## config.mk

```make
export PLATFORM = sky130hd
export DESIGN_NAME = keyed_slot_table_flat
export DESIGN_NICKNAME = d
export VERILOG_FILES = /design/src/hdl/kst_pkg.sv /design/src/hdl/kst_req_if.sv /design/src/hdl/kst_rsp_if.sv /design/src/hdl/keyed_slot_table.sv /design/src/hdl/kst_ctl.sv /design/src/hdl/kst_dp.sv /design/src/flat_wrapper.sv
export SDC_FILE = /design/constraint.sdc
export NUM_CORES = 1
export LEC_CHECK = 0
export BUFFER_PORTS_ARGS = -buffer_cell sky130_fd_sc_hd__buf_4
export CAP_MARGIN = 20
export CORE_MARGIN = 2
export CORE_UTILIZATION = 49
export CTS_BUF_LIST = sky130_fd_sc_hd__clkbuf_4 sky130_fd_sc_hd__clkbuf_8 sky130_fd_sc_hd__clkbuf_16
export CTS_CLUSTER_DIAMETER = 60
export DETAILED_ROUTE_END_ITERATION = 12
export MAX_ROUTING_LAYER = met4
export PLACE_DENSITY = 0.75
export SLEW_MARGIN = 40
export SYNTH_ARGS = -nofsm -noshare
export SYNTH_HDL_FRONTEND = slang
export SYNTH_SLANG_ARGS = --single-unit
```

## constraint.sdc

```tcl
create_clock -name clk -period 6.7 [get_ports clk]
set_input_delay 0.335 -clock clk [delete_from_list [all_inputs] [get_ports clk]]
set_output_delay 0.335 -clock clk [all_outputs]
set_load 0.01 [all_outputs]
```

## src/hdl/kst_pkg.sv

```systemverilog
// Shared types and codes for the keyed slot table.
`default_nettype none

package kst_pkg;

  localparam logic [1:0] REQ_ADD       = 2'd0;
  localparam logic [1:0] REQ_GET       = 2'd1;
  localparam logic [1:0] REQ_CLEAR     = 2'd2;
  localparam logic [1:0] REQ_CLEAR_ALL = 2'd3;

  localparam logic [1:0] ST_OK        = 2'd0;
  localparam logic [1:0] ST_ZERO_KEY  = 2'd1;
  localparam logic [1:0] ST_NOT_FOUND = 2'd2;
  localparam logic [1:0] ST_FULL      = 2'd3;

  localparam logic [31:0] FREE_KEY = 32'd0;

  typedef enum logic [2:0] {
    S_INIT,
    S_IDLE,
    S_SCAN,
    S_WIPE,
    S_FINISH
  } state_t;

  typedef struct packed {
    logic ready;
    logic capture;
    logic scan;
    logic sweep;
    logic finish;
  } ctl_cmd_t;

  typedef struct packed {
    logic in_clear_all;
    logic in_zero_key;
    logic scan_end;
    logic sweep_last;
    logic out_free;
  } dp_stat_t;

endpackage

`default_nettype wire

```

## src/hdl/kst_req_if.sv

```systemverilog
// Request channel: valid/ready handshake with the request payload.
`default_nettype none

interface kst_req_if;
  logic        valid;
  logic        ready;
  logic [1:0]  req_type;
  logic [31:0] key;
  logic [31:0] data_in;

  modport source (output valid, output req_type, output key, output data_in, input ready);
  modport sink   (input valid, input req_type, input key, input data_in, output ready);
endinterface

`default_nettype wire

```

## src/hdl/kst_rsp_if.sv

```systemverilog
// Response channel: valid/ready handshake with the result payload.
`default_nettype none

interface kst_rsp_if;
  logic        valid;
  logic        ready;
  logic [1:0]  status;
  logic [31:0] data_out;
  logic [4:0]  live_count;

  modport source (output valid, output status, output data_out, output live_count, input ready);
  modport sink   (input valid, input status, input data_out, input live_count, output ready);
endinterface

`default_nettype wire

```

## src/hdl/keyed_slot_table.sv

```systemverilog
// Top level: fixed-capacity key/data table with linear slot scan.
// Add, get, clear: slots are scanned in order until one decides or all miss, then the result
// is registered once the output is free; the next transfer is taken only back in idle.
// Zero key: result with no scan. Clear all: key sweep over every slot, then the result.
// The scan is set by the single read port of the key memory, one slot per cycle.
// After reset a clearing pass frees every slot; no request is taken meanwhile.
`default_nettype none

module keyed_slot_table import kst_pkg::*; #(
  parameter int ENTRIES    = 16,
  parameter int DATA_WIDTH = 32
) (
  input  wire logic  clk,
  input  wire logic  rst,
  kst_req_if.sink    req,
  kst_rsp_if.source  rsp
);

  ctl_cmd_t cmd;
  dp_stat_t stat;

  assign req.ready = cmd.ready;

  kst_ctl u_ctl (
    .clk      (clk),
    .rst      (rst),
    .in_valid (req.valid),
    .stat     (stat),
    .cmd      (cmd)
  );

  kst_dp #(
    .ENTRIES    (ENTRIES),
    .DATA_WIDTH (DATA_WIDTH)
  ) u_dp (
    .clk         (clk),
    .rst         (rst),
    .cmd         (cmd),
    .stat        (stat),
    .in_req_type (req.req_type),
    .in_key      (req.key),
    .in_data     (req.data_in),
    .out_ready   (rsp.ready),
    .out_valid   (rsp.valid),
    .out_status  (rsp.status),
    .out_data    (rsp.data_out),
    .out_count   (rsp.live_count)
  );

endmodule

`default_nettype wire

```

## src/hdl/kst_ctl.sv

```systemverilog
// Controller state machine sequencing scan, sweep and result transfer.
`default_nettype none

module kst_ctl import kst_pkg::*; (
  input  wire logic     clk,
  input  wire logic     rst,
  input  wire logic     in_valid,
  input  wire dp_stat_t stat,
  output ctl_cmd_t      cmd
);

  state_t state;
  state_t state_next;

  always_ff @(posedge clk) begin
    if (rst) begin
      state <= S_INIT;
    end else begin
      state <= state_next;
    end
  end

  always_comb begin
    state_next = state;
    case (state)
      S_INIT: begin
        if (stat.sweep_last) state_next = S_IDLE;
      end
      S_IDLE: begin
        if (in_valid) begin
          if (stat.in_clear_all) begin
            state_next = S_WIPE;
          end else if (stat.in_zero_key) begin
            state_next = S_FINISH;
          end else begin
            state_next = S_SCAN;
          end
        end
      end
      S_SCAN: begin
        if (stat.scan_end) state_next = S_FINISH;
      end
      S_WIPE: begin
        if (stat.sweep_last) state_next = S_FINISH;
      end
      S_FINISH: begin
        if (stat.out_free) state_next = S_IDLE;
      end
      default: state_next = S_INIT;
    endcase
  end

  always_comb begin
    cmd = '0;
    case (state)
      S_INIT:   cmd.sweep = 1'b1;
      S_IDLE: begin
        cmd.ready   = 1'b1;
        cmd.capture = in_valid;
      end
      S_SCAN:   cmd.scan = 1'b1;
      S_WIPE:   cmd.sweep = 1'b1;
      S_FINISH: cmd.finish = stat.out_free;
      default:  cmd = '0;
    endcase
  end

endmodule

`default_nettype wire

```

## src/hdl/kst_dp.sv

```systemverilog
// Datapath: slot memories, scan pointer, live count and result register.
`default_nettype none

module kst_dp import kst_pkg::*; #(
  parameter int ENTRIES    = 16,
  parameter int DATA_WIDTH = 32
) (
  input  wire logic        clk,
  input  wire logic        rst,
  input  wire ctl_cmd_t    cmd,
  output dp_stat_t         stat,
  input  wire logic [1:0]  in_req_type,
  input  wire logic [31:0] in_key,
  input  wire logic [31:0] in_data,
  input  wire logic        out_ready,
  output logic             out_valid,
  output logic [1:0]       out_status,
  output logic [31:0]      out_data,
  output logic [4:0]       out_count
);

  localparam int CNT_W = $clog2(ENTRIES + 1);
  localparam int IDX_W = (ENTRIES > 1) ? $clog2(ENTRIES) : 1;

  logic [31:0]           keys [ENTRIES];
  logic [DATA_WIDTH-1:0] dmem [ENTRIES];

  logic [1:0]            req_q;
  logic [31:0]           key_q;
  logic [31:0]           data_q;
  logic [CNT_W-1:0]      ptr;
  logic [CNT_W-1:0]      live;
  logic [CNT_W-1:0]      live_next;

  logic [31:0]           rk_key;
  logic [DATA_WIDTH-1:0] rk_data;
  logic [IDX_W-1:0]      rk_idx;
  logic                  rk_vld;

  logic                  found;
  logic                  hit_free;
  logic [IDX_W-1:0]      hit_idx;
  logic [DATA_WIDTH-1:0] hit_data;

  logic                  issue;
  logic                  hit;
  logic [1:0]            st_next;
  logic [31:0]           dout_next;
  logic                  key_wr;
  logic [31:0]           key_wd;
  logic                  data_wr;
  logic                  kmem_we;
  logic [IDX_W-1:0]      kmem_wa;
  logic [31:0]           kmem_wd;
  logic [31:0]           live_ext;

  assign issue = cmd.scan && (ptr < CNT_W'(ENTRIES));
  assign hit   = rk_vld && ((rk_key == key_q) || ((req_q == REQ_ADD) && (rk_key == FREE_KEY)));

  assign stat.in_clear_all = (in_req_type == REQ_CLEAR_ALL);
  assign stat.in_zero_key  = (in_key == FREE_KEY);
  assign stat.scan_end     = hit || (rk_vld && (rk_idx == IDX_W'(ENTRIES - 1)));
  assign stat.sweep_last   = (ptr == CNT_W'(ENTRIES - 1));
  assign stat.out_free     = !out_valid || out_ready;

  always_ff @(posedge clk) begin
    if (cmd.capture) begin
      req_q  <= in_req_type;
      key_q  <= in_key;
      data_q <= in_data;
    end
  end

  always_ff @(posedge clk) begin
    if (rst) begin
      ptr    <= '0;
      rk_vld <= 1'b0;
    end else begin
      rk_vld <= issue;
      if (cmd.capture) begin
        ptr <= '0;
      end else if (issue || cmd.sweep) begin
        ptr <= ptr + CNT_W'(1);
      end
    end
  end

  always_ff @(posedge clk) begin
    if (cmd.scan && rk_vld) begin
      found    <= hit;
      hit_free <= (rk_key == FREE_KEY);
      hit_idx  <= rk_idx;
      hit_data <= rk_data;
    end
  end

  always_comb begin
    st_next   = ST_OK;
    dout_next = '0;
    live_next = live;
    key_wr    = 1'b0;
    key_wd    = key_q;
    data_wr   = 1'b0;
    if (req_q == REQ_CLEAR_ALL) begin
      live_next = '0;
    end else if (key_q == FREE_KEY) begin
      st_next = ST_ZERO_KEY;
    end else if (req_q == REQ_ADD) begin
      if (!found) begin
        st_next = ST_FULL;
      end else begin
        key_wr  = 1'b1;
        data_wr = 1'b1;
        if (hit_free) live_next = live + CNT_W'(1);
      end
    end else if (!found) begin
      st_next = ST_NOT_FOUND;
    end else if (req_q == REQ_GET) begin
      dout_next = 32'(hit_data);
    end else begin
      key_wr = 1'b1;
      key_wd = FREE_KEY;
      if (live != '0) live_next = live - CNT_W'(1);
    end
  end

  assign kmem_we  = cmd.sweep || (cmd.finish && key_wr);
  assign kmem_wa  = cmd.sweep ? ptr[IDX_W-1:0] : hit_idx;
  assign kmem_wd  = cmd.sweep ? FREE_KEY : key_wd;
  assign live_ext = 32'(live_next);

  always_ff @(posedge clk) begin
    if (kmem_we) keys[kmem_wa] <= kmem_wd;
    rk_key <= keys[ptr[IDX_W-1:0]];
    rk_idx <= ptr[IDX_W-1:0];
  end

  always_ff @(posedge clk) begin
    if (cmd.finish && data_wr) dmem[hit_idx] <= DATA_WIDTH'(data_q);
    rk_data <= dmem[ptr[IDX_W-1:0]];
  end

  always_ff @(posedge clk) begin
    if (rst) begin
      live      <= '0;
      out_valid <= 1'b0;
    end else begin
      out_valid <= cmd.finish || (out_valid && !out_ready);
      if (cmd.finish) live <= live_next;
    end
  end

  always_ff @(posedge clk) begin
    if (cmd.finish) begin
      out_status <= st_next;
      out_data   <= dout_next;
      out_count  <= (live_ext > 32'd31) ? 5'd31 : live_ext[4:0];
    end
  end

  a_live_bound: assert property (@(posedge clk) disable iff (rst)
    live <= CNT_W'(ENTRIES))
    else $error("live count above capacity");

  a_finish_free: assert property (@(posedge clk) disable iff (rst)
    cmd.finish |-> (!out_valid || out_ready))
    else $error("result loaded over an untaken result");

  a_finish_valid: assert property (@(posedge clk) disable iff (rst)
    cmd.finish |=> out_valid)
    else $error("result not presented after finish");

  a_clear_all_zero: assert property (@(posedge clk) disable iff (rst)
    (cmd.finish && (req_q == REQ_CLEAR_ALL)) |=> (out_count == 5'd0 && live == '0))
    else $error("clear all left live entries");

endmodule

`default_nettype wire
```

## src/flat_wrapper.sv

```systemverilog
// flat-port wrapper written by rule: the top's interface ports become plain ports
module keyed_slot_table_flat import kst_pkg::*;
#(
  parameter int ENTRIES    = 16,
  parameter int DATA_WIDTH = 32
)
  (clk, rst, req_valid, req_req_type, req_key, req_data_in, req_ready, rsp_valid, rsp_status, rsp_data_out, rsp_live_count, rsp_ready);
  kst_req_if req_i ();
  kst_rsp_if rsp_i ();
  input  wire logic clk;
  input  wire logic rst;
  input wire logic [$bits(req_i.valid)-1:0] req_valid;
  input wire logic [$bits(req_i.req_type)-1:0] req_req_type;
  input wire logic [$bits(req_i.key)-1:0] req_key;
  input wire logic [$bits(req_i.data_in)-1:0] req_data_in;
  output wire logic [$bits(req_i.ready)-1:0] req_ready;
  output wire logic [$bits(rsp_i.valid)-1:0] rsp_valid;
  output wire logic [$bits(rsp_i.status)-1:0] rsp_status;
  output wire logic [$bits(rsp_i.data_out)-1:0] rsp_data_out;
  output wire logic [$bits(rsp_i.live_count)-1:0] rsp_live_count;
  input wire logic [$bits(rsp_i.ready)-1:0] rsp_ready;
  assign req_i.valid = req_valid;
  assign req_i.req_type = req_req_type;
  assign req_i.key = req_key;
  assign req_i.data_in = req_data_in;
  assign req_ready = req_i.ready;
  assign rsp_valid = rsp_i.valid;
  assign rsp_status = rsp_i.status;
  assign rsp_data_out = rsp_i.data_out;
  assign rsp_live_count = rsp_i.live_count;
  assign rsp_i.ready = rsp_ready;
  keyed_slot_table #(.ENTRIES(ENTRIES), .DATA_WIDTH(DATA_WIDTH)) u_core (.clk(clk), .rst(rst), .req(req_i), .rsp(rsp_i));
endmodule
```

=== Yosys cells after proc, flatten, opt, wreduce, memory -nomap -nowiden ===
Memories as Yosys holds them, arrays and structs flattened. A register that Yosys moved wholly into a read port is not among the register bits.
Cells that the tools add are included.
W data, S select, Z words.

* Flip-flop bits (word level): 162
* Word-level logic and storage cells: 112
* Memories: 2
* Bits in writable memories: 1024

{| class="wikitable"
|+ Memories
! memory !! words !! width !! rd ports !! clocked after Yosys merged registers in !! write ports !! RTL line !! RTL
|-
| u_core.u_dp.dmem || 16 || 32 || 1 || 1 || 1 || kst_dp.sv:26 || <nowiki>logic [DATA_WIDTH-1:0] dmem [ENTRIES];</nowiki>
|-
| u_core.u_dp.keys || 16 || 32 || 1 || 1 || 1 || kst_dp.sv:25 || <nowiki>logic [31:0] keys [ENTRIES];</nowiki>
|}

* $lt $le $gt $ge: 2
* Add/subtract/negate cells: 3
* Bitwise logic cells: 2
* Mux-type cells: 44
* Eq/ne operators: 15
* Reduce and logical (&&, ||, !) cells: 27

{| class="wikitable"
|+ Operators by type and width
! kind !! number
|-
| $mux W32 || 6
|-
| $logic_not A32 Y1 || 3
|-
| $mux W5 || 8
|-
| $eq A32 B32 Y1 || 1
|-
| $mux W3 || 7
|-
| $mux W1 || 17
|-
| $pmux W3 S5 || 1
|-
| $add A5 B1 Y5 const B || 2
|-
| $logic_and A1 B1 Y1 || 8
|-
| $mux W2 || 4
|-
| $eq A3 B2 Y1 const B || 2
|-
| $logic_or A1 B1 Y1 || 6
|-
| $ne A2 B1 Y1 const B || 3
|-
| $reduce_or A2 Y1 || 3
|-
| $eq A5 B4 Y1 const B || 1
|-
| $gt A5 B5 Y1 const B || 1
|-
| $lt A5 B5 Y1 const B || 1
|-
| $reduce_and A5 Y1 || 1
|-
| $reduce_bool A5 Y1 || 1
|-
| $reduce_or A5 Y1 || 1
|-
| $sub A5 B1 Y5 const B || 1
|-
| $eq A2 B2 Y1 const B || 2
|-
| $eq A4 B4 Y1 const B || 1
|-
| $mux W4 || 1
|-
| other kinds (8) || 11
|}

=== Depth between registers and ports, before layout ===
Gate-level depths: netlist of run 1.

* Word-level depth: 10
* Depth in mapped cells: 10
* Mapped depth without buffers: 8

=== Hierarchy ===
A second synthesis of run 1 with hierarchy kept.

* Cells, all modules: 1992
* Area, all modules: 46490.8 um2

{| class="wikitable"
|+ Modules (own cells, without submodules)
! module !! instances !! cells each !! area an instance (um2)
|-
| kst_dp || 1 || 1962 || 46239.3
|-
| kst_ctl || 1 || 30 || 251.5
|}

=== Worst setup path after synthesis of run 1 ===
OpenSTA, ideal clock, no wires.

* Path type: flip-flop to flip-flop
* Start point: register u_core.u_ctl.state[0]
* End point: memory u_core.u_dp.dmem[1][0], enable pin
* Path slack: 2.748 ns
* Arrival: 3.491 ns
* Stages on the path, launching flop included: 7
* Required time: 6.239 ns
* Period minus slack after synthesis: 3.952 ns
* Setup time: 0.461 ns
* Path through: dfxtp_1 -> clkbuf_1 -> nor2_1 -> nand3_1 -> nor4_1 -> nand2_1 -> nor3_1

* Longest elaborated chain between the ends: 5

{| class="wikitable"
|+ Ends and longest elaborated chain
! what !! RTL line !! RTL
|-
| start: declaration || kst_ctl.sv:12 || <nowiki>state_t state;</nowiki>
|-
| start signal: assignment || kst_ctl.sv:19 || <nowiki>state <= state_next;</nowiki>
|-
| $eq A3 B3 Y1 || kst_ctl.sv:55 || <nowiki>case (state)</nowiki>
|-
| $mux W1 || kst_ctl.sv:55 ||
|-
| $logic_and A1 B1 Y1 || kst_dp.sv:139 || <nowiki>if (cmd.finish && data_wr) dmem[hit_idx] <= DATA_WIDTH'(data_q);</nowiki>
|-
| $mux W1 || kst_dp.sv:139 ||
|-
| $mux W1 (implied by the code) || kst_dp.sv:139 ||
|-
| end: declaration || kst_dp.sv:26 ||
|}

No other way between the ends.

=== Worst setup path after layout of run 1 ===
* Start point: register u_core.u_dp.key_q[7]
* End point: memory u_core.u_dp.keys[8][29] (data pin)

* Longest elaborated chain between the ends: 4

{| class="wikitable"
|+ Ends and longest elaborated chain
! what !! RTL line !! RTL
|-
| start: declaration || kst_dp.sv:29 || <nowiki>logic [31:0] key_q;</nowiki>
|-
| start signal: assignment || kst_dp.sv:69 || <nowiki>key_q <= in_key;</nowiki>
|-
| $logic_not A32 Y1 || kst_dp.sv:106 || <nowiki>end else if (key_q == FREE_KEY) begin</nowiki>
|-
| $mux W32 || kst_dp.sv:106 ||
|-
| $mux W32 || kst_dp.sv:104 || <nowiki>if (req_q == REQ_CLEAR_ALL) begin</nowiki>
|-
| $mux W32 || kst_dp.sv:129 || <nowiki>assign kmem_wd = cmd.sweep ? FREE_KEY : key_wd;</nowiki>
|-
| net u_core.u_dp.kmem_wd[29] || kst_dp.sv:54 || <nowiki>logic [31:0] kmem_wd;</nowiki>
|-
| end: declaration || kst_dp.sv:25 ||
|}

The timed path passes the listed nets, and every way through them passes these cells.

==> run metrics, run 1 <==
Crit Reg-Reg Endpoint u_core.u_dp.keys[8][29]$_DFFE_PP_; Die Area ~100000 um2; Die Y-Extent 312.0 um; setup bufs post-CTS 0; gpl congestion 0.8898; largest net degree at the start of global routing between 100 and 150; crit path launch u_core.u_dp.key_q[7]$_DFFE_PP_; Top Ports 111; Initial Utilization 49.64%; Rows ~110; worst slew pin tran just over 900 ps; clock latency at the later pin of the worst-skew pair slightly above 700 ps; first-pass GRT wire length roughly 150 mm; via total after detailed routing 21850; CORE AREA ~94000 um2; final worst slack 3227 ps; Post-synth ARST share 0%; worst-path fanout max 32; hpwl dp 52.98 mm; cell chosen for the clock root clkbuf_16; Worst Setup End Kind flop; Post-synth EDFFs 1167; outcome finished, final reports clean; layout cell share with drive strength beyond 1 31.59%; WS Path Type flop to flop; setup tns final 0 ps; Final setup viols 0; grt total ovfl 0; fin crit period 3473 ps; hold depth 3; vias in the first global route around 23000; Worst-path clk slew 60 ps; cell leakage power roughly 0.018 uW; Fillers 6448; post-synthesis instance area roughly 46000 um2; wirelength, routed 102.6 mm; synthesized instance count around 2000; clock sinks 1250; TritonCTS Buffers 117; Pre-Repair DR Iteration Count 6; Slew Limit Fails 0; Final Cycle Share roughly 52%; Iter 0 DRT Violations roughly 2900; worst-case reg-to-reg path depth 6; VDD IR max approximately 220 uV; PwrDens about 310 nW/um2; library cells used by synthesis 54; antenna violations before repair 0; CTS H-tree lvls 3; Final Hold Violating Endpoints 0; Clock Path Buffers 3; Die W 312.0 um; Main synth FF type edfxtp_1; Req. time, crit path 7100 ps; CP arrival roughly 3900 ps; Ys Warns 0; Fmax achieved 288.0 MHz; HP Class primary input to flop; Yosys reg bits 1250; Startpoint Class flop; hold endpoint u_core.u_dp.out_valid$_SDFF_PP0_; r2r startpoint u_core.u_dp.key_q[7]$_DFFE_PP_; antenna-violating nets left 0; worst rel slew slack 39.44%; TritonCTS clock tree yes; clock skew 34.31 ps; MaxCap Viol Count 0; DRC errors left 0; Ant. Diodes 0; FF-to-FF setup slack 3230 ps; DR WL/cell about 28 um; Port-buffer cells 110; Layout area overhead 16.02%; pre-CTS setup slack 3332 ps; nets around 2300; post-synthesis area per instance 23.35 um2; sequential area share after synthesis 78.99%; unrepaired setup endpoints after global routing false; gr usage total 21.91%; worst hold start rsp_ready; DR vias/cell 6.064; syn_nets 2064
## routing by layer
| layer | GRT usage, % | share of wire [%] | vias to the layer above |
|---|---|---|---|
| met3 | 3.378 | 7.8 | 177 |
| met4 | 5.900 | 2.2 | 0 |
| met1 | 29.14 | 39 | 11650 |
| met5 | - | 0 | - |
| met2 | 35.76 | 51 | 1136 |
| li1 | - | - | 8886 |
## where the power goes
group	switching, uW	total [uW]	internal, uW
clock	2880	6760	3880
combinational	564	1160	596
sequential	165	8880	8720
## layout by cell type, fill, tap and decap left out, types with 5 or more instances in the layout
cell type,synthesis,routed
nor2_1,53,24
buf_12,0,6
mux4_2,320,320
nor2_4,0,29
nor3_2,1,5
dfxtp_1,83,80
clkinvlp_4,0,7
bufinv_16,0,9
nor4_1,27,27
buf_16,0,5
a21oi_1,13,13
clkbuf_4,0,24
clkbuf_16,0,117
inv_1,10,9
edfxtp_1,1167,1167
clkbuf_8,0,16
clkinv_1,0,11
clkinv_2,0,24
buf_4,0,144
nand4_1,16,16
and2_1,65,64
nand2b_1,5,5
dlygate4sd3_1,0,67
xnor2_1,36,36
nand2_1,27,27
## flip-flops by register name (all words and copies together), names as in the netlist, 2 cells and up
name / cells
u_core.u_dp.req_q: 2
u_core.u_dp.rk_key: 32
u_core.u_dp.out_count: 5
u_core.u_dp.live: 5
u_core.u_dp.out_status: 2
u_core.u_dp.hit_idx: 4
u_core.u_dp.hit_data: 32
u_core.u_dp.rk_idx: 4
u_core.u_dp.rk_data: 32
u_core.u_dp.key_q: 32
u_core.u_ctl.state: 3
u_core.u_dp.keys: 512
u_core.u_dp.out_data: 32
u_core.u_dp.data_q: 32
u_core.u_dp.ptr: 5
u_core.u_dp.dmem: 512
## timing repair
action,in CTS,in global routing
resized for setup,0,0
hold endpoints to repair,76,0
hold buffers,67,0
## kinds of logic after synthesis
kind of cell,count (synthesis),synth area share [%]
AO/OA/AOI/OAI,49,0.7485
XOR/XNOR,37,0.6973
adder cells (fa/ha/maj),4,0.1077
buffers and inverters,102,1.252
flip-flops,1250,78.99
multiplexers,324,15.60
AND/OR/NAND/NOR,224,2.609
## synth_stat cells (2+ instances only)
master / instances / area (um2)
nor2_1: 53 / 198.9
buf_6: 22 / 247.7
nor2b_1: 4 / 25.02
inv_1: 10 / 37.54
o41ai_1: 2 / 17.52
a31oi_1: 6 / 37.54
o22ai_1: 3 / 18.77
o21ai_1: 3 / 15.01
and3_1: 3 / 18.77
mux4_2: 320 / 7207
a32oi_1: 3 / 26.28
dfxtp_1: 83 / 1662
o21ai_0: 2 / 10.01
a21oi_1: 13 / 65.06
buf_2: 27 / 135.1
nand2b_1: 5 / 31.28
nor4_1: 27 / 168.9
nand2_1: 27 / 101.4
or2_1: 2 / 12.51
a211oi_2: 2 / 25.02
buf_1: 2 / 7.510
ha_1: 4 / 50.05
nand3_1: 3 / 15.01
or3b_1: 2 / 17.52
nor3_1: 9 / 45.04
a22oi_1: 2 / 15.01
clkbuf_1: 37 / 138.9
nand4_1: 16 / 100.1
inv_2: 4 / 15.01
mux2i_1: 2 / 20.02
nand3b_1: 3 / 22.52
and2_1: 65 / 406.6
mux2_1: 2 / 22.52
xnor2_1: 36 / 315.3
edfxtp_1: 1167 / 35040
## critical path, stage by stage, from the launching register on
cell and delay (ps):
edfxtp_1 430, nor4_1 540, nand4_1 410, or2_1 510
a41oi_4 310, buf_4 330, and2_1 640
## worst max path at each step
| stage | end | cells past startpoint |
|---|---|---|
| floorplan | u_core.u_dp.dmem[1][0]$_DFFE_PP_ | 6 |
| global placement | u_core.u_ctl.state[2]$_SDFFE_PP0P_ | 9 |
| detailed placement | u_core.u_dp.keys[7][29]$_DFFE_PP_ | 6 |
| CTS | u_core.u_dp.keys[5][31]$_DFFE_PP_ | 6 |
| global route | u_core.u_dp.keys[7][8]$_DFFE_PP_ | 6 |
| finish | u_core.u_dp.keys[8][29]$_DFFE_PP_ | 6 |
## per-stage QoR
stage	total power (uW)	area, um2	utilization, %	instances	hold slack (ps)
after floorplan	9784	46470	-	1990	329.0
after global routing	17270	53910	57.59	3603	170.2
after detailed placement	10150	49150	52.51	3313	388.7
after CTS	16880	53860	57.54	3601	186.9
after global placement	10110	48960	52.30	3307	390.0
final	16800	53910	57.59	3603	185.4
## final cells by class
cell class | instances | area, um2 | share of cell area (%)
multi-input combinational | 638 | 9479 | 17.58
clock inverter | 64 | 709.4 | 1.316
inverter | 14 | 57.56 | 0.1068
clock buffer | 157 | 3328 | 6.173
timing repair buffer | 226 | 2054 | 3.811
sequential | 1250 | 36720 | 68.10
tap | 1254 | 1569 | 2.910
Note: power is estimated with default switching activity, not from simulation.
==> inputs of run 2 (changes only) <==
==> constraint.sdc (replaced) <==
create_clock -name clk -period 3.6 [get_ports clk]
set_input_delay 0.18 -clock clk [delete_from_list [all_inputs] [get_ports clk]]
set_output_delay 0.18 -clock clk [all_outputs]
set_load 0.01 [all_outputs]
==> run metrics, run 2 (same netlist as run 1, synthesis figures left out) <==
gr usage total 21.79% (-0.12 points); Layout area overhead 16.72%; Die W 312.0 um (unchanged); Worst Setup End Kind flop; WP buf/inv 1 (unchanged); worst slew pin tran 800.1 ps (-108.3 ps); PwrDens 576.3 nW/um2 (+85%); fin crit period 3388 ps (-84.59 ps); pre-CTS setup slack 225.8 ps (-3106 ps); Die Y-Extent 312.0 um (unchanged); FF+latch area 36720 um2 (unchanged); clock sinks 1250 (unchanged); cell chosen for the clock root clkbuf_16; CP top delay family simple AND/OR/NAND/NOR gates; gpl congestion 0.8256 (-7.2%); antenna-violating nets left 0 (unchanged); TritonCTS Buffers 115 (-1.7%); CP peak stage delay 590 ps (-50 ps); CTS H-tree lvls 3 (unchanged); vias in the first global route 22580 (-0.27%); Rows 112 (unchanged); Worst-path clk slew 70 ps (about the same); placed inst area 49500 um2 (+0.70%); post-CTS resize count 0 (unchanged); clock latency at the later pin of the worst-skew pair 700 ps (about the same); Largest regs u_core.u_dp.dmem x512, u_core.u_dp.keys x512; unrepaired setup endpoints after global routing false; CP arrival 3710 ps (-160 ps); DR WL/cell 28.32 um (-0.50%); HP Class primary input to flop; Slew Limit Fails 0 (unchanged); Iter 0 DRT Violations 2621 (-11%); worst-path fanout max 23 (-28%); FF-to-FF setup slack 210 ps (-3020 ps); DRC errors left 0 (unchanged); critical path's slowest cell nor3_4; DR vias/cell 6.016 (-0.78%); wirelength, routed 102.3 mm (-0.25%); cell leakage power 0.01767 uW (+0.66%); Initial Utilization 49.64% (unchanged); layout cell share with drive strength beyond 1 31.68% (+0.091 points); via total after detailed routing 21730 (-0.54%); commonest non-fill, non-tap cell in the layout edfxtp_1; largest net degree at the start of global routing 114 (-14%); nets 2331 (+0.43%); CORE AREA 93610 um2 (unchanged); Die Area 97320 um2 (unchanged); Final Hold Violating Endpoints 0 (unchanged); most frequent cell on the critical path nor4_1; grt total ovfl 0 (unchanged); multi-input combinational cell area 9493 um2 (+0.15%); Ant. Diodes 0 (unchanged); MaxCap Viol Count 0 (unchanged); setup tns final 0 ps (unchanged); final worst slack 211.9 ps (-3015 ps); Startpoint Class flop; max layer used met4; Final setup viols 0 (unchanged); Port-buffer cells 110 (unchanged); Final Cycle Share 94.11% (+42 points); wl on met1 39.87 mm (+0.74%); antenna violations before repair 3 (+3); outcome finished, final reports clean; Fmax achieved 295.1 MHz (+2.5%); Req. time, crit path 3930 ps (-3170 ps); clock skew 34.92 ps (+0.6121 ps); hpwl dp 55.91 mm (+5.5%); Fillers 6464 (+0.25%); worst-path cell chain nor4_1 -> nand4_1 -> o21ai_1 -> nor4_1 -> nand2_1 -> nor3_4 -> buf_4; Top Ports 111 (unchanged); WL met3 7.693 mm (-4.4%); TritonCTS clock tree yes; Clock Path Buffers 3 (unchanged); Met2 Wirelength 50.77 mm (-3.5%); WS Path Type flop to flop; first-pass GRT wire length 150.9 mm (-0.76%); most frequent cells in the layout edfxtp_1 (1167), mux4_2 (320), buf_4 (134), clkbuf_16 (120), dfxtp_1 (80); VDD IR max 382.4 uV (+72%); post-route cell area 54240 um2 (+0.61%); Pre-Repair DR Iteration Count 9 (+3); worst rel slew slack 46.25% (+6.8 points)
## run 2: changes by cell type in the layout (fill, tap and decap cells not counted), sizes merged
cell,delta
clkbuf,+1
buf,+10
dlygate4sd3,+2
clkinvlp,-3
clkinv,-2
bufinv,+1
## run 2: worst paths after layout
kind | start | endpoint | cells past startpoint
worst max register to register | u_core.u_dp.key_q[2]$_DFFE_PP_ | u_core.u_dp.dmem[3][4]$_DFFE_PP_ | 7
worst max-delay path | u_core.u_dp.key_q[2]$_DFFE_PP_ | u_core.u_dp.dmem[3][4]$_DFFE_PP_ | 7
worst min register to register | u_core.u_dp.rk_data[14]$_DFF_P_ | u_core.u_dp.hit_data[14]$_DFFE_PP_ | 0
worst min-delay path | req_valid | u_core.u_dp.data_q[16]$_DFFE_PP_ | 2
## run 2: report_power, final
part,internal [uW],switching [uW],leakage [uW],total (uW)
Sequential,16200,304,0.0118,16500
Clock,7320,5210,0.00200,12500
Combinational,1130,1080,0.00387,2210
Total,24700,6590,0.0177,31300
## run 2: metal layers
layer / track usage (%) / vias to the layer above
met5: - / -
met4: 9.003 / 0
met3: 3.869 / 246
met2: 34.21 / 1022
met1: 28.51 / 11540
li1: - / 8921
## run 2: worst reg2reg max path: stages (launching register included)
cell	delay [ps]
edfxtp_1	410
nor4_1	80
nand4_1	280
o21ai_1	260
nor4_1	520
nand2_1	360
nor3_4	590
buf_4	500
## run 2: metrics by stage
stage,instances,total power (uW),hold WS (ps),utilization [%]
finish,3612,31260,178.5,57.94
global route,3612,32090,185.3,57.94
floorplan,1990,18210,278.9,-
CTS,3610,31420,124.8,57.88
global placement,3317,18880,359.0,52.69
detailed placement,3323,18940,359.2,52.88
## run 2: area by class of cell
cell class	instances	area share [%]
inverter	14	0.1015
clock buffer	158	6.247
sequential	1250	67.69
timing repair buffer	238	4.454
tap	1254	2.893
multi-input combinational	638	17.50
clock inverter	60	1.112
## run 2: what timing repair did
action                                  in CTS  in global routing
hold buffers                                69                  0
buffers inserted                             0                  0
hold endpoints to repair                    81                  0
endpoints found under the setup margin       0                  0
==> inputs of run 3 (changes only) <==
--- a/config.mk
+++ b/config.mk
@@ -7,14 +7,16 @@
 export LEC_CHECK = 0
 export BUFFER_PORTS_ARGS = -buffer_cell sky130_fd_sc_hd__buf_4
 export CAP_MARGIN = 20
+export CELL_PAD_IN_SITES_DETAIL_PLACEMENT = 1
+export CELL_PAD_IN_SITES_GLOBAL_PLACEMENT = 1
 export CORE_MARGIN = 2
 export CORE_UTILIZATION = 49
 export CTS_BUF_LIST = sky130_fd_sc_hd__clkbuf_4 sky130_fd_sc_hd__clkbuf_8 sky130_fd_sc_hd__clkbuf_16
 export CTS_CLUSTER_DIAMETER = 60
 export DETAILED_ROUTE_END_ITERATION = 12
 export MAX_ROUTING_LAYER = met4
-export PLACE_DENSITY = 0.75
-export SLEW_MARGIN = 40
+export PLACE_DENSITY = 0.81
+export SLEW_MARGIN = 20
 export SYNTH_ARGS = -nofsm -noshare
 export SYNTH_HDL_FRONTEND = slang
 export SYNTH_SLANG_ARGS = --single-unit
==> run metrics, run 3 (same netlist as run 1, synthesis figures left out) <==
gr usage total 27.61% (+5.8 points); Worst Setup EP u_core.u_dp.keys[7][20]$_DFFE_PP_; largest net degree at the start of global routing 131 (+15%); Seq pwr share 51.2% (-1.6 points); MaxCap Viol Count 0 (unchanged); layout cell share with drive strength beyond 1 33.45% (+1.8 points); post-route cell area 54300 um2 (+0.11%); internal power 24900 uW (+0.95%); worst-path fanout max 32 (+39%); r2r startpoint u_core.u_dp.key_q[29]$_DFFE_PP_; clock sinks 1250 (unchanged); combinational share of power 7.4% (+0.3 points); clock share of power 41.4% (+1.3 points); Final Cycle Share 104.5% (+10 points); WP buf/inv 1 (unchanged); Fillers 7822 (+21%); FF-to-FF setup slack -160 ps (-370 ps); CTS H-tree lvls 3 (unchanged); commonest non-fill, non-tap cell in the layout edfxtp_1; gpl congestion 0.8341 (+1.0%); Port-buffer cells 110 (unchanged); Largest regs u_core.u_dp.dmem x512, u_core.u_dp.keys x512; pre-CTS setup slack -34.60 ps (-260.4 ps); CP top delay family simple AND/OR/NAND/NOR gates; PwrDens 596.1 nW/um2 (+3.4%); clock skew 34.19 ps (-0.7325 ps); worst-case reg-to-reg path depth 6 (-1); TritonCTS clock tree yes; Iter 0 DRT Violations 3252 (+24%); Req. time, crit path 4080 ps (+150 ps); VDD IR max 404.1 uV (+5.7%); Startpoint Class flop; Sw Ratio 23.06% (+2.0 points); worst hold slack 170.7 ps (-7.741 ps); outcome finished, violations left; Rows 112 (unchanged); Crit Reg-Reg Endpoint u_core.u_dp.keys[7][20]$_DFFE_PP_; DRC errors left 0 (unchanged); Layout area overhead 16.85%; Pre-Repair DR Iteration Count 5 (-4); sw power 7462 uW (+13%); CORE AREA 93610 um2 (unchanged); total power draw 32370 uW (+3.5%); worst slew pin tran 1122 ps (+322.0 ps); Initial Utilization 49.64% (unchanged); first-pass GRT wire length 186.0 mm (+23%); most frequent cells in the layout edfxtp_1 (1167), mux4_2 (320), buf_4 (150), clkbuf_16 (120), dfxtp_1 (80); antenna-violating nets left 0 (unchanged); Die Y-Extent 312.0 um (unchanged); Final setup viols 601 (+601); antenna violations before repair 5 (+2); Fmax achieved 265.9 MHz (-9.9%); Worst Setup End Kind flop; wirelength, routed 132.1 mm (+29%); DR vias/cell 6.532 (+8.6%); critical path depth 6 (-1); placed inst area 49390 um2 (-0.22%); Final Hold Violating Endpoints 0 (unchanged); TritonCTS Buffers 120 (+4.3%); violated checks setup timing; cell chosen for the clock root clkbuf_16; Worst-path clk slew 70 ps (about the same); Die Area 97320 um2 (unchanged); worst rel slew slack 24.84% (-21 points); Clock Path Buffers 3 (unchanged); via total after detailed routing 23730 (+9.2%); Slew Limit Fails 0 (unchanged); Die W 312.0 um (unchanged); CP arrival 4240 ps (+530 ps); nets 2341 (+0.43%); multi-input combinational cell area 9519 um2 (+0.28%); final worst slack -161.5 ps (-373.4 ps); FF+latch area 36720 um2 (unchanged); clock latency at the later pin of the worst-skew pair 730 ps (+30 ps); Top Ports 111 (unchanged); CP peak stage delay 740 ps (+150 ps); cell leakage power 0.01774 uW (+0.40%); DR WL/cell 36.36 um (+28%); crit path launch u_core.u_dp.key_q[29]$_DFFE_PP_; vias in the first global route 24710 (+9.5%); WS Path Type flop to flop; fin crit period 3761 ps (+373.4 ps); hpwl dp 62.60 mm (+12%); setup tns final -45410 ps (-45410 ps); worst-path cell chain nor4_1 -> nand4_1 -> or2_1 -> a41oi_2 -> buf_4 -> and2_2; grt total ovfl 0 (unchanged); critical path's slowest cell nor4_1; HP Class primary input to flop
## run 3: changes by cell type in the layout (fill, tap and decap cells not counted), moves of 5 or more
cell,previous run,this run
clkinv_2,23,17
clkbuf_4,22,32
clkinvlp_4,4,9
buf_4,134,150
and2_2,0,32
buf_16,6,1
and2_1,64,32
## run 3: timing repair
action	4_1_cts	5_1_grt
hold buffers	68	0
endpoints found under the hold margin	79	0
buffers inserted	1	0
pin swaps	2	0
gates cloned	0	0
gates resized for setup	2	33
endpoints found under the setup margin	35	1050
## run 3: per-layer routing
layer	track usage, %	share of wire [%]	vias up
li1	-	-	8932
met1	35.41	37	12620
met2	43.60	50	1817
met3	5.242	9.3	358
met4	11.95	4.1	0
met5	-	0	-
## run 3: layout make-up
| cell class | instances | area share (%) |
|---|---|---|
| diodes | 4 | 0.01843 |
| clock buffers | 168 | 6.378 |
| clock inverters | 61 | 1.203 |
| inverters | 14 | 0.1014 |
| multi-input cells | 638 | 17.53 |
| flip-flops and latches | 1250 | 67.62 |
| well taps | 1254 | 2.889 |
| repair buffers | 243 | 4.263 |
## run 3: per-stage QoR
step / util, % / cells
CTS: 57.92 / 3627
detailed placement: 52.76 / 3329
global route: 58.00 / 3631
finish: 58.01 / 3632
global placement: 52.76 / 3329
floorplan: - / 1990
## run 3: power by group through the flow
stage          registers [uW]  clock network [uW]  logic, uW
3_5_place_dp            16800                   0       2200
5_1_grt                 16600               13900       2480
3_3_place_gp            16800                   0       2110
6_report                16600               13400       2400
2_1_floorplan           16600                   0       1560
4_1_cts                 16500               13200       2310
## run 3: worst min-delay path by stage
stage | startpoint | to | slack (ps) | depth (start not counted)
after global routing | req_valid | u_core.u_dp.req_q[1]$_DFFE_PP_ | 170 | 2
after CTS | req_valid | u_core.u_dp.req_q[1]$_DFFE_PP_ | 120 | 2
after detailed placement | req_data_in[14] | u_core.u_dp.data_q[14]$_DFFE_PP_ | 360 | 1
after global placement | req_data_in[17] | u_core.u_dp.data_q[17]$_DFFE_PP_ | 360 | 1
after floorplan | req_data_in[0] | u_core.u_dp.data_q[0]$_DFFE_PP_ | 280 | 0
final | req_valid | u_core.u_dp.key_q[19]$_DFFE_PP_ | 170 | 2
